$ cat config.mk
export PLATFORM = sky130hd
export DESIGN_NAME = programmable_crc_serial
export DESIGN_NICKNAME = d
export VERILOG_FILES = /design/src/rtl/core/pcrc_pkg.sv /design/src/rtl/core/pcrc_step.sv /design/src/rtl/core/programmable_crc_serial.sv
export VERILOG_INCLUDE_DIRS = /design/src /design/src/rtl/core
export SDC_FILE = /design/constraint.sdc
export NUM_CORES = 1
export LEC_CHECK = 0
export ABC_CLOCK_PERIOD_IN_PS = 6700
export BUFFER_PORTS_ARGS = -buffer_cell sky130_fd_sc_hd__buf_4
export CAP_MARGIN = 40
export CORE_MARGIN = 8
export CORE_UTILIZATION = 61
export DETAILED_ROUTE_END_ITERATION = 10
export PLACE_DENSITY = 0.85
export SYNTH_ARGS = -nofsm -noshare
export SYNTH_HDL_FRONTEND = slang
export SYNTH_SLANG_ARGS = --single-unit
export TNS_END_PERCENT = 100
$ cat constraint.sdc
create_clock -name clk -period 6.7 [get_ports clk]
set_input_delay 1.34 -clock clk [delete_from_list [all_inputs] [get_ports clk]]
set_output_delay 1.34 -clock clk [all_outputs]
set_load 0.005 [all_outputs]
$ cat src/rtl/core/assert_macros.svh
// Assertion helpers shared by the RTL. Simulation builds get the checks,
// synthesis builds get empty bodies.
`ifndef ASSERT_MACROS_SVH
`define ASSERT_MACROS_SVH

`ifndef SYNTHESIS

`define ASSERT_SAME(lbl, clk, rst_n, ante, cons) \
	lbl: assert property (@(posedge clk) disable iff (!rst_n) (ante) |-> (cons)) \
	else $error("assertion failed");

`define ASSERT_NEXT(lbl, clk, rst_n, ante, cons) \
	lbl: assert property (@(posedge clk) disable iff (!rst_n) (ante) |=> (cons)) \
	else $error("assertion failed");

`else

`define ASSERT_SAME(lbl, clk, rst_n, ante, cons)

`define ASSERT_NEXT(lbl, clk, rst_n, ante, cons)

`endif

`endif

$ cat src/rtl/core/pcrc_pkg.sv
package pcrc_pkg;

	localparam int DEFAULT_MAX_DEGREE = 32;

	localparam int POLY_W = 32;
	localparam int DEG_W = 6;
	localparam int DEG_CMP_W = DEG_W + 1;
	localparam int REM_W = 32;
	localparam int CFG_INDEX_W = 2;
	localparam int CFG_DATA_W = 32;
	localparam int IN_DATA_W = 8;
	localparam int OUT_USER_W = 2;

	localparam logic [CFG_INDEX_W-1:0] REG_POLY_LOW_BITS = 2'd0;
	localparam logic [CFG_INDEX_W-1:0] REG_POLY_DEGREE = 2'd1;
	localparam logic [CFG_INDEX_W-1:0] REG_CHECK_MODE = 2'd2;

	localparam logic [POLY_W-1:0] POLY_RESET = 32'h0000_1021;
	localparam logic [DEG_W-1:0] DEGREE_RESET = 6'd16;
	localparam logic CHECK_MODE_RESET = 1'b0;

	typedef struct packed {
		logic [POLY_W-1:0] poly_low_bits;
		logic [DEG_W-1:0] poly_degree;
		logic check_mode;
	} cfg_t;

endpackage

$ cat src/rtl/core/pcrc_step.sv
module pcrc_step #(
	parameter int MAX_DEGREE = pcrc_pkg::DEFAULT_MAX_DEGREE
) (
	input pcrc_pkg::cfg_t cfg,
	input logic [MAX_DEGREE-1:0] rem,
	input logic data_bit,
	input logic msg_last,
	output logic [MAX_DEGREE-1:0] rem_next,
	output logic [pcrc_pkg::REM_W-1:0] remainder_value,
	output logic check_ok,
	output logic poly_invalid
);
	import pcrc_pkg::*;

	localparam logic [DEG_CMP_W-1:0] MAX_DEG_C = DEG_CMP_W'(MAX_DEGREE);

	logic [DEG_CMP_W-1:0] deg_ext;
	logic [DEG_CMP_W-1:0] eff_deg;
	logic [MAX_DEGREE-1:0] mask;
	logic [MAX_DEGREE-1:0] top_sel;
	logic [MAX_DEGREE-1:0] poly_m;
	logic [MAX_DEGREE-1:0] rem_m;
	logic [MAX_DEGREE-1:0] shifted;
	logic top;

	assign deg_ext = {1'b0, cfg.poly_degree};

	// A degree of zero behaves as one, anything above the maximum as the maximum.
	always_comb begin
		priority if (deg_ext == '0) begin
			eff_deg = DEG_CMP_W'(1);
		end else if (deg_ext > MAX_DEG_C) begin
			eff_deg = MAX_DEG_C;
		end else begin
			eff_deg = deg_ext;
		end
	end

	always_comb begin
		for (int i = 0; i < MAX_DEGREE; i++) begin
			mask[i] = DEG_CMP_W'(i) < eff_deg;
			top_sel[i] = DEG_CMP_W'(i + 1) == eff_deg;
		end
	end

	assign poly_m = MAX_DEGREE'(cfg.poly_low_bits) & mask;
	assign rem_m = rem & mask;
	assign top = (|(rem_m & top_sel)) ^ (~cfg.check_mode & data_bit);
	assign shifted = ((rem_m << 1) | MAX_DEGREE'(cfg.check_mode & data_bit)) & mask;
	assign rem_next = top ? (shifted ^ poly_m) : shifted;

	assign remainder_value = REM_W'(rem_next);
	assign check_ok = cfg.check_mode & msg_last & (rem_next == '0);
	assign poly_invalid = ~cfg.poly_low_bits[0];

endmodule

$ cat src/rtl/core/programmable_crc_serial.sv
// Bit-serial CRC engine with a programmable generator polynomial of degree
// 1 to MAX_DEGREE. One message bit enters per transaction, most significant
// first, and one result leaves for every bit: the running remainder, with
// tlast copied from the input. In generate mode the remainder after the
// bit marked tlast is the check value to append; in check mode the whole
// codeword is fed in and check_ok is set on the last bit when the remainder
// is zero. The remainder clears after every last bit. A bit is accepted in
// every cycle while the output is not stalled: the single shift and xor of
// the remainder register sets that rate; the result appears from a register
// in the cycle after acceptance. The cfg port is always ready; users write
// configuration only while no bits are in flight; the block does not check.
`include "assert_macros.svh"

module programmable_crc_serial #(
	parameter int MAX_DEGREE = pcrc_pkg::DEFAULT_MAX_DEGREE
) (
	input logic clk,
	input logic arst_n,

	input logic cfg_valid,
	output logic cfg_ready,
	input logic [pcrc_pkg::CFG_INDEX_W-1:0] cfg_index,
	input logic [pcrc_pkg::CFG_DATA_W-1:0] cfg_data,

	input logic s_axis_tvalid,
	output logic s_axis_tready,
	// Bit 0 data_bit, bits 7:1 zero.
	input logic [pcrc_pkg::IN_DATA_W-1:0] s_axis_tdata,
	input logic s_axis_tlast,

	output logic m_axis_tvalid,
	input logic m_axis_tready,
	// Bits 31:0 remainder_value.
	output logic [pcrc_pkg::REM_W-1:0] m_axis_tdata,
	// Bit 0 check_ok, bit 1 poly_invalid.
	output logic [pcrc_pkg::OUT_USER_W-1:0] m_axis_tuser,
	output logic m_axis_tlast
);
	import pcrc_pkg::*;

	cfg_t cfg_q;
	logic [MAX_DEGREE-1:0] rem_q;
	logic out_valid_q;
	logic [REM_W-1:0] out_rem_q;
	logic out_ok_q;
	logic out_inv_q;
	logic out_last_q;

	logic in_acc;
	logic cfg_acc;
	logic [MAX_DEGREE-1:0] rem_next;
	logic [REM_W-1:0] remainder_value;
	logic check_ok;
	logic poly_invalid;

	assign cfg_ready = 1'b1;
	assign cfg_acc = cfg_valid & cfg_ready;
	assign s_axis_tready = ~out_valid_q | m_axis_tready;
	assign in_acc = s_axis_tvalid & s_axis_tready;

	always_ff @(posedge clk or negedge arst_n) begin
		if (!arst_n) begin
			cfg_q.poly_low_bits <= POLY_RESET;
			cfg_q.poly_degree <= DEGREE_RESET;
			cfg_q.check_mode <= CHECK_MODE_RESET;
		end else if (cfg_acc) begin
			unique case (cfg_index)
				REG_POLY_LOW_BITS: cfg_q.poly_low_bits <= cfg_data;
				REG_POLY_DEGREE: cfg_q.poly_degree <= cfg_data[DEG_W-1:0];
				REG_CHECK_MODE: cfg_q.check_mode <= cfg_data[0];
				default: ;
			endcase
		end
	end

	pcrc_step #(
		.MAX_DEGREE(MAX_DEGREE)
	) u_step (
		.cfg(cfg_q),
		.rem(rem_q),
		.data_bit(s_axis_tdata[0]),
		.msg_last(s_axis_tlast),
		.rem_next(rem_next),
		.remainder_value(remainder_value),
		.check_ok(check_ok),
		.poly_invalid(poly_invalid)
	);

	always_ff @(posedge clk or negedge arst_n) begin
		if (!arst_n) begin
			rem_q <= '0;
			out_valid_q <= 1'b0;
		end else begin
			if (in_acc) begin
				rem_q <= s_axis_tlast ? '0 : rem_next;
			end
			if (in_acc) begin
				out_valid_q <= 1'b1;
			end else if (m_axis_tready) begin
				out_valid_q <= 1'b0;
			end
		end
	end

	always_ff @(posedge clk) begin
		if (in_acc) begin
			out_rem_q <= remainder_value;
			out_ok_q <= check_ok;
			out_inv_q <= poly_invalid;
			out_last_q <= s_axis_tlast;
		end
	end

	assign m_axis_tvalid = out_valid_q;
	assign m_axis_tdata = out_rem_q;
	assign m_axis_tuser = {out_inv_q, out_ok_q};
	assign m_axis_tlast = out_last_q;

	`ASSERT_NEXT(a_rem_clear_after_last, clk, arst_n, in_acc && s_axis_tlast, rem_q == '0)
	`ASSERT_NEXT(a_result_after_accept, clk, arst_n, in_acc, m_axis_tvalid)
	`ASSERT_SAME(a_ok_only_at_end, clk, arst_n, m_axis_tvalid && m_axis_tuser[0], m_axis_tlast)

endmodule
==> results of run 1 <==
==> worst min-delay path by stage <==
stage / start / endpoint / depth (start not counted)
2_1_floorplan: cfg_q[10] / cfg_q[10] / 1
5_1_grt: cfg_q[18] / cfg_q[18] / 1
6_report: cfg_q[10] / cfg_q[10] / 1
3_5_place_dp: cfg_q[10] / cfg_q[10] / 1
3_3_place_gp: cfg_q[10] / cfg_q[10] / 1
4_1_cts: cfg_q[10] / cfg_q[10] / 1
==> worst max-delay path, delay by kind of cell, from the launching register on <==
family,cells,cell delay (ps)
simple gates,5,2010
flops,1,910
compound gates,3,630
buf+inv,1,490
mux,1,420
xor+xnor,1,190
==> synthesized netlist by cell type, drive strengths merged, types with 14 or more instances <==
cell type / instances
inv: 20
nand2: 40
a22o: 23
mux2: 37
edfxtp: 35
o21ai: 23
nor2: 21
clkbuf: 14
buf: 23
nand3: 14
dfrtp: 68
a21oi: 25
==> state kept, by name (all words and copies together), names as in the netlist <==
signal,count
m_axis_tlast,1
rem_q,32
m_axis_tdata,32
out_ok_q,1
out_inv_q,1
m_axis_tvalid,1
cfg_q,39
==> where the power goes <==
part	total, mW	internal, mW	switching, mW
Clock	0.379	0.150	0.229
Sequential	0.932	0.813	0.119
Combinational	0.600	0.257	0.343
==> routing by layer <==
layer / GRT usage [%] / up-vias / part of all wire, %
met5: 0 / - / 0
met4: 7.027 / 0 / 1.7
met3: 5.952 / 22 / 7.0
met2: 37.52 / 172 / 48
met1: 31.64 / 2142 / 43
li1: - / 1938 / -
==> logic make-up after synthesis <==
group	after synthesis	share of synthesized area [%]
and+or+nand+nor	152	15.62
AOI/OAI and AO/OA	121	16.40
DFF	107	52.53
xor gates and xnor gates	13	2.093
other	1	0.06893
buffers and inverters	57	5.267
muxes	39	8.027
==> per-stage QoR <==
step	util (%)	instance area [sq um]	hold WS [ps]	cells
global placement	68.99	5987	484.4	643
global route	71.63	6216	538.3	662
detailed placement	69.56	6037	489.4	646
CTS	71.63	6216	511.0	662
floorplan	-	5440	472.2	490
finish	71.63	6216	510.8	662
==> layout make-up <==
cell class / count / share of cell area (%)
Clock buffer: 12 / 2.335
Timing Repair Buffer: 85 / 10.71
Multi-Input combinational cell: 326 / 37.06
Sequential cell: 107 / 45.97
Tap cell: 108 / 2.174
Inverter: 20 / 1.208
Clock inverter: 4 / 0.5435
==> impl_results.md, run 1 <==
* Slowest stage delay, CP at slightly above 900 ps
* Pwr dens at 307.4 nW/um^2
* Actual slew at the worst max-slew pin at 950.6 ps
* CTS tree: built
* Final net count at 597
* Flops & latches, synth at 107
* Final WL at 14530 um
* Vias in the first global route at around 4.3k
* Via count at roughly 4.3k
* Initial core utilization at 62.69%
* Peak VDD IR at 0.1750 mV
* Pre-Repair DR Iteration Count at 5
* Dpl hpwl at 10380 um
* Post-Syn Instances at 490
* Critical path capture point: out_ok_q
* Synth unique cells at 71
* Tmin final at a little under 5000 ps
* Post-CTS sizing at 0
* Root Buffer: clkbuf_8
* Layout cell share with drive strength beyond 1 at between 20% and 30%
* # DRC at 0
* Postcts setup bufs at 0
* Row cnt at 34
* Htree depth at 3
* R2R depth at 11
* Largest fanout on the critical path at 25
* CP required at around 7000 ps
* Routed vias/inst at 6.456
* CP most frequent cell: and3_1
* Clock sinks at 107
* Async set-or-reset flop fraction in the synthesized netlist at 67.29%
* Io pins at 86
* Slew HR at 36.45%
* GPL Wtd Cong at 0.9179
* CTS buffer count at 9
* Die area at 12200 sq um
* Setup CP Type: flop to flop
* Footprint of the multi-input gates at 2303 sq um
* Commonest non-fill, non-tap cells in the layout: 82 x buf_4, 68 x dfrtp_1, 40 x nand2_1
* Crit. End Element: flop
* Largest net degree at the start of global routing at 45
* Reg-to-Reg Start: cfg_q[1]
* Syn Area/Cell at 11.10 sq um
* RSZ-0062 raised after global routing: false
* Fill count at 670
* Total power at 1.911 mW
* Area Growth Syn to Fin at 14.26%
* Post-route clock period utilization at 72.50%
* Leakage at 2.595 nW
* Critical Path AT at approximately 5000 ps
* Grt ovf at 0
* Setup slack after layout at 1843 ps
* Yosys top cell area share at 31.28%
* CTS Hold Bufs at 0
* Status: complete, no violations
* Maxcap violations at 0
* Later-pin clock latency in the skew report at approximately 370 ps
* Critical path origin: cfg_q[1]
* CP Cell Sequence: mux2_1 -> and3_1 -> a31oi_1 -> o2111a_1 -> nand3_1 -> buf_4 -> and3_1 -> xnor2_1 -> o21bai_1 -> or4_1 -> nor4_2
* Initial antenna violation count at 0
* CTS clk-pin slew, worst paths at 100 ps
* ANT cells at 0
* EDFF count, synth at 35
* Yosys warns at 0
* Setup TNS Final at 0 ps
* Ys flop type: dfrtp_1
* Dominant cells by area after synthesis: dfrtp_1 31%, edfxtp_1 19%, mux2_2 7.5%, a22o_1 3.7%, nand2_1 2.8%
* Final Setup Violations at 0
* Final Skew at around 12 ps
* Hold crit path type: flop to flop
* Reg2Reg Capture Point: out_ok_q
* Final count of pins violating max slew at 0
* Area of the mapped netlist at approximately 5400 sq um
* Peak Freq at ~0.2 GHz
* Max clock buf depth at 2
* Post-DRT Antenna Nets at 0
* Routed len/inst at roughly 22 um
* Die X at 110.4 um
* Sequential area share after synthesis at between 50% and 60%
* Commonest non-fill, non-tap cell in the layout: buf_4
* Final Hold Vio Count at 0
* Synth area leader: dfrtp_1
* Port bufs at 77
* Die height at between 100 and 150 um
* Reg area at 2858 sq um
* First-pass GRT wire length at 23780 um
* GRT Util Overall at 23.80%
* Reg2reg setup slack at about 1800 ps
* CP startpoint kind: flop
* Synth Net Count at 538
* Initial drt markers at 361
* Setup WS pre-CTS at 1945 ps
* Total core area at 8678 sq um
* Worst path slowest cell: dfrtp_1
No activity file was read; power rests on OpenSTA's default activity.
==> run 2: changes to the inputs <==
--- a/config.mk
+++ b/config.mk
@@ -6,13 +6,13 @@
 export SDC_FILE = /design/constraint.sdc
 export NUM_CORES = 1
 export LEC_CHECK = 0
-export ABC_CLOCK_PERIOD_IN_PS = 6700
+export ABC_CLOCK_PERIOD_IN_PS = 4600
 export BUFFER_PORTS_ARGS = -buffer_cell sky130_fd_sc_hd__buf_4
 export CAP_MARGIN = 40
 export CORE_MARGIN = 8
-export CORE_UTILIZATION = 61
+export CORE_UTILIZATION = 57
 export DETAILED_ROUTE_END_ITERATION = 10
-export PLACE_DENSITY = 0.85
+export PLACE_DENSITY = 0.8
 export SYNTH_ARGS = -nofsm -noshare
 export SYNTH_HDL_FRONTEND = slang
 export SYNTH_SLANG_ARGS = --single-unit
==> constraint.sdc (replaced) <==
create_clock -name clk -period 4.6 [get_ports clk]
set_input_delay 0.92 -clock clk [delete_from_list [all_inputs] [get_ports clk]]
set_output_delay 0.92 -clock clk [all_outputs]
set_load 0.005 [all_outputs]
==> impl_results.md, run 2 (same netlist as run 1, synthesis figures left out) <==
* Status: complete, no violations
* Via count at 4319
* Actual slew at the worst max-slew pin at about 900 ps
* Row cnt at 35
* GRT Util Overall at a little under a quarter
* Peak VDD IR at 0.3136 mV
* Dpl hpwl at between 10000 and 15000 um
* Post-DRT Antenna Nets at 0
* Htree depth at 3
* Post-route clock period utilization at 88.56%
* Final net count at between 600 and 700
* Vias in the first global route at 4403
* First-pass GRT wire length at 23910 um
* Critical path capture point: out_ok_q
* Die area at 12930 sq um
* Reg2reg setup slack at 530 ps
* Post-place instance area at 6143 sq um
* CP required at 4810 ps
* Final WL at 14690 um
* Setup TNS Final at 0 ps
* Final count of pins violating max slew at 0
* Setup CP Type: flop to flop
* CTS tree: built
* Port bufs at 77
* Critical path origin: cfg_q[2]
* R2R depth at 12
* Clock sinks at 107
* Die X at 113.7 um
* Slew HR at 39.19%
* Initial core utilization at 58.88%
* ANT cells at 0
* Tmin final at 4074 ps
* Largest net degree at the start of global routing at 45
* # DRC at 0
* Total core area at 9240 sq um
* Final Skew at 10.71 ps
* RSZ-0062 raised after global routing: false
* Pre-Repair DR Iteration Count at 5
* Final Setup Violations at 0
* Critical Path AT at 4280 ps
* Initial antenna violation count at 0
* Pwr dens at 448.5 nW/um^2
* Fin area at 6346 sq um
* CTS buffer count at 9
* Grt ovf at 0
* Commonest non-fill, non-tap cell in the layout: buf_4
* Biggest register: cfg_q
* CTS Hold Bufs at 0
* Later-pin clock latency in the skew report at 370 ps
* Io pins at 86
* Hold crit path type: primary input to async pin
* CP startpoint kind: flop
* Area Growth Syn to Fin at 16.65%
* Layout Utilization at 68.68%
* GPL Wtd Cong at 0.9113
* Fill count at 702
* Commonest non-fill, non-tap cells in the layout: 93 x buf_4, 68 x dfrtp_1, 40 x nand2_1
* Leakage at 2.665 nW
* Layout Cells excl Fill at 693
* Max clock buf depth at 2
* Postcts setup bufs at 0
* Die height at 113.7 um
* Routed len/inst at 21.19 um
* Max reg flops at 39
* Reg-to-Reg Start: cfg_q[2]
* Layout cell share with drive strength beyond 1 at 30.32%
* Peak Freq at approximately 0.25 GHz
* CTS clk-pin slew, worst paths at 110 ps
* Maxcap violations at 0
* Placed insts at just under 700
* Reg2Reg Capture Point: out_ok_q
* Crit. End Element: flop
* Largest fanout on the critical path at 29
* Final Hold Vio Count at 0
* Routed vias/inst at 6.232
* Root Buffer: clkbuf_8
* Initial drt markers at 359
* Total power at 2.846 mW
* Post-CTS sizing at 0
[run 2: critical path, cell delays in order, from the launching register on]
cell	delay, ps
dfrtp_1	950
nor3b_1	230
and3_1	260
a31oi_1	240
o2111ai_2	270
o21ai_2	220
buf_4	270
buf_4	170
a31o_2	140
a21oi_1	110
nor4_1	500
nand4_1	310
nor4_2	200
[run 2: worst min path at each step]
| stage | start | end | slack [ps] | cells past startpoint |
|---|---|---|---|---|
| floorplan | cfg_q[10] | cfg_q[10] | 470 | 1 |
| global placement | cfg_q[10] | cfg_q[10] | 490 | 1 |
| detailed placement | cfg_q[18] | cfg_q[18] | 500 | 1 |
| CTS | arst_n | cfg_q[28] | 510 | 1 |
| global route | arst_n | cfg_q[27] | 520 | 1 |
| finish | arst_n | cfg_q[31] | 500 | 1 |
[run 2: layer usage]
layer / wire (um) / global-route usage, % / part of all wire, % / vias to the layer above
li1: - / - / - / 1959
met1: 6346 / 31.75 / 43 / 2150
met2: 6992 / 36.37 / 48 / 189
met3: 1087 / 5.969 / 7.4 / 21
met4: 262 / 8.970 / 1.8 / 0
met5: 0 / 0 / 0 / -
[run 2: cell type report]
class	instances	area (sq um)	area share, %
well taps	129	161.4	2.543
multi-input cells	326	2303	36.30
clock inverters	5	40.04	0.6309
clock buffers	11	162.7	2.563
inverters	20	75.07	1.183
flip-flops and latches	107	2858	45.03
repair buffers	95	745.7	11.75
[run 2: through the flow]
stage          setup slack [ps]  hold slack (ps)
2_1_floorplan              1446            472.2
3_3_place_gp              629.7            485.4
3_5_place_dp              687.2            501.6
4_1_cts                   644.5            505.2
5_1_grt                   265.3            520.9
6_report                  526.0            502.7
[run 2: report_power, final]
| group | switching [mW] | leakage (nW) | internal (mW) |
|---|---|---|---|
| logic | 0.511 | 1.31 | 0.401 |
| clock network | 0.332 | 0.106 | 0.251 |
| registers | 0.167 | 1.25 | 1.18 |
| total | 1.01 | 2.67 | 1.84 |
==> run 3: changes to the inputs <==
--- a/config.mk
+++ b/config.mk
@@ -6,11 +6,12 @@
 export SDC_FILE = /design/constraint.sdc
 export NUM_CORES = 1
 export LEC_CHECK = 0
-export ABC_CLOCK_PERIOD_IN_PS = 4600
+export ABC_CLOCK_PERIOD_IN_PS = 4670
 export BUFFER_PORTS_ARGS = -buffer_cell sky130_fd_sc_hd__buf_4
 export CAP_MARGIN = 40
 export CORE_MARGIN = 8
 export CORE_UTILIZATION = 57
+export CTS_CLUSTER_SIZE = 24
 export DETAILED_ROUTE_END_ITERATION = 10
 export PLACE_DENSITY = 0.8
 export SYNTH_ARGS = -nofsm -noshare
==> constraint.sdc (replaced) <==
create_clock -name clk -period 4.67 [get_ports clk]
set_input_delay 0.934 -clock clk [delete_from_list [all_inputs] [get_ports clk]]
set_output_delay 0.934 -clock clk [all_outputs]
set_load 0.01 [all_outputs]
==> impl_results.md, run 3 (same netlist as run 1, synthesis figures left out) <==
* Max reg flops at 39
* Post-place instance area at 6133 sq um
* Final Setup Violations at 0
* Slew HR at 40.33%
* Initial drt markers at 381
* Later-pin clock latency in the skew report at 370 ps
* Root Buffer: clkbuf_8
* CP Cell Sequence: mux2_1 -> and3_1 -> a31oi_1 -> o2111ai_2 -> o21ai_2 -> buf_4 -> a31oi_1 -> a31o_1 -> o21bai_1 -> or4_1 -> nor4_2
* Via count at 4329
* Port bufs at 77
* Biggest register: cfg_q
* Largest net degree at the start of global routing at 45
* Setup TNS Final at 0 ps
* Peak VDD IR at 0.2957 mV
* Row cnt at 35
* RSZ-0062 raised after global routing: false
* Dpl hpwl at 10530 um
* CTS Hold Bufs at 0
* Critical path origin: cfg_q[1]
* Status: complete, no violations
* Crit. End Element: flop
* Vias in the first global route at 4362
* Layout cell share with drive strength beyond 1 at 29.41%
* CTS buffer count at 9
* Routed vias/inst at 6.274
* Layout Utilization at 68.54%
* Htree depth at 3
* Initial antenna violation count at 0
* Io pins at 86
* Die area at 12930 sq um
* Setup CP Type: flop to flop
* Die height at 113.7 um
* Final net count at 604
* Tmin final at 4129 ps
* Reg-to-Reg Start: cfg_q[1]
* Commonest non-fill, non-tap cell in the layout: buf_4
* Largest fanout on the critical path at 25
* Final count of pins violating max slew at 0
* Maxcap violations at 0
* CP most frequent cell: a31oi_1
* Grt ovf at 0
* Total core area at 9240 sq um
* Final Hold Vio Count at 0
* Pre-Repair DR Iteration Count at 5
* Pwr dens at between 400 and 500 nW/um^2
* ANT cells at 0
* Fin area at about 6300 sq um
* CP startpoint kind: flop
* Commonest non-fill, non-tap cells in the layout: 89 x buf_4, 68 x dfrtp_1, 40 x nand2_1
* Max clock buf depth at 2
* Initial core utilization at 58.88%
* Leakage at 2.649 nW
* Postcts setup bufs at 0
* # DRC at 0
* Critical Path AT at 4310 ps
* First-pass GRT wire length at 23830 um
* Slowest stage delay, CP at 930 ps
* GPL Wtd Cong at just over 0.9
* Die X at about 110 um
* Post-DRT Antenna Nets at 0
* Peak Freq at 0.2422 GHz
* CTS clk-pin slew, worst paths at 100 ps
* Post-CTS sizing at 0
* Hold crit path type: primary input to async pin
* Area Growth Syn to Fin at 16.42%
* Actual slew at the worst max-slew pin at about 900 ps
* Total power at around 2.8 mW
* Clock sinks at 107
* CTS tree: built
* Post-route clock period utilization at 88.42%
* Final WL at 14640 um
* Final Skew at roughly 14 ps
* Routed len/inst at 21.22 um
* GRT Util Overall at 23.30%
* CP required at 4850 ps
* Hold WS at ~490 ps
* Worst path slowest cell: dfrtp_1
run 3: where the power goes:
part           switching, mW  internal, mW
registers              0.162          1.17
clock network          0.317         0.262
logic                  0.520         0.392
run 3: final cells by class:
type                       instances  area [sq um]
multi-input combinational        326          2303
timing repair buffer              92         735.7
fill                             745          2907
clock buffer                      14         185.2
inverter                          20         75.07
sequential                       107          2858
tap                              129         161.4
clock inverter                     2         15.01
run 3: per-layer routing:
metal	track usage (%)	share of wire, %	vias up
met1	31.45	44	2185
met3	4.596	7.1	22
met2	37.12	48	179
li1	-	-	1943
met5	0	0	-
met4	6.927	1.6	0
run 3: worst paths after layout:
path | end | cells after the start | slack [ps]
max reg2reg | out_ok_q | 11 | 540
max in group asynchronous | cfg_q[5] | 2 | 3540
min reg2reg | cfg_q[16] | 1 | 520
max | out_ok_q | 11 | 540
min | cfg_q[32] | 1 | 490
min in group clk | cfg_q[16] | 1 | 520
run 3: worst max-delay path: cells and delay by family (launching register included):
family	cells	cell delay (ps)
compound gates	6	1270
buf+inv	1	280
flops	1	930
mux	1	420
simple gates	3	1060
run 3: per-stage QoR:
step                cells  setup slack, ps
floorplan             490             1516
global placement      672            674.0
detailed placement    674            573.7
CTS                   690            542.3
global route          690            295.4
finish                690            540.6
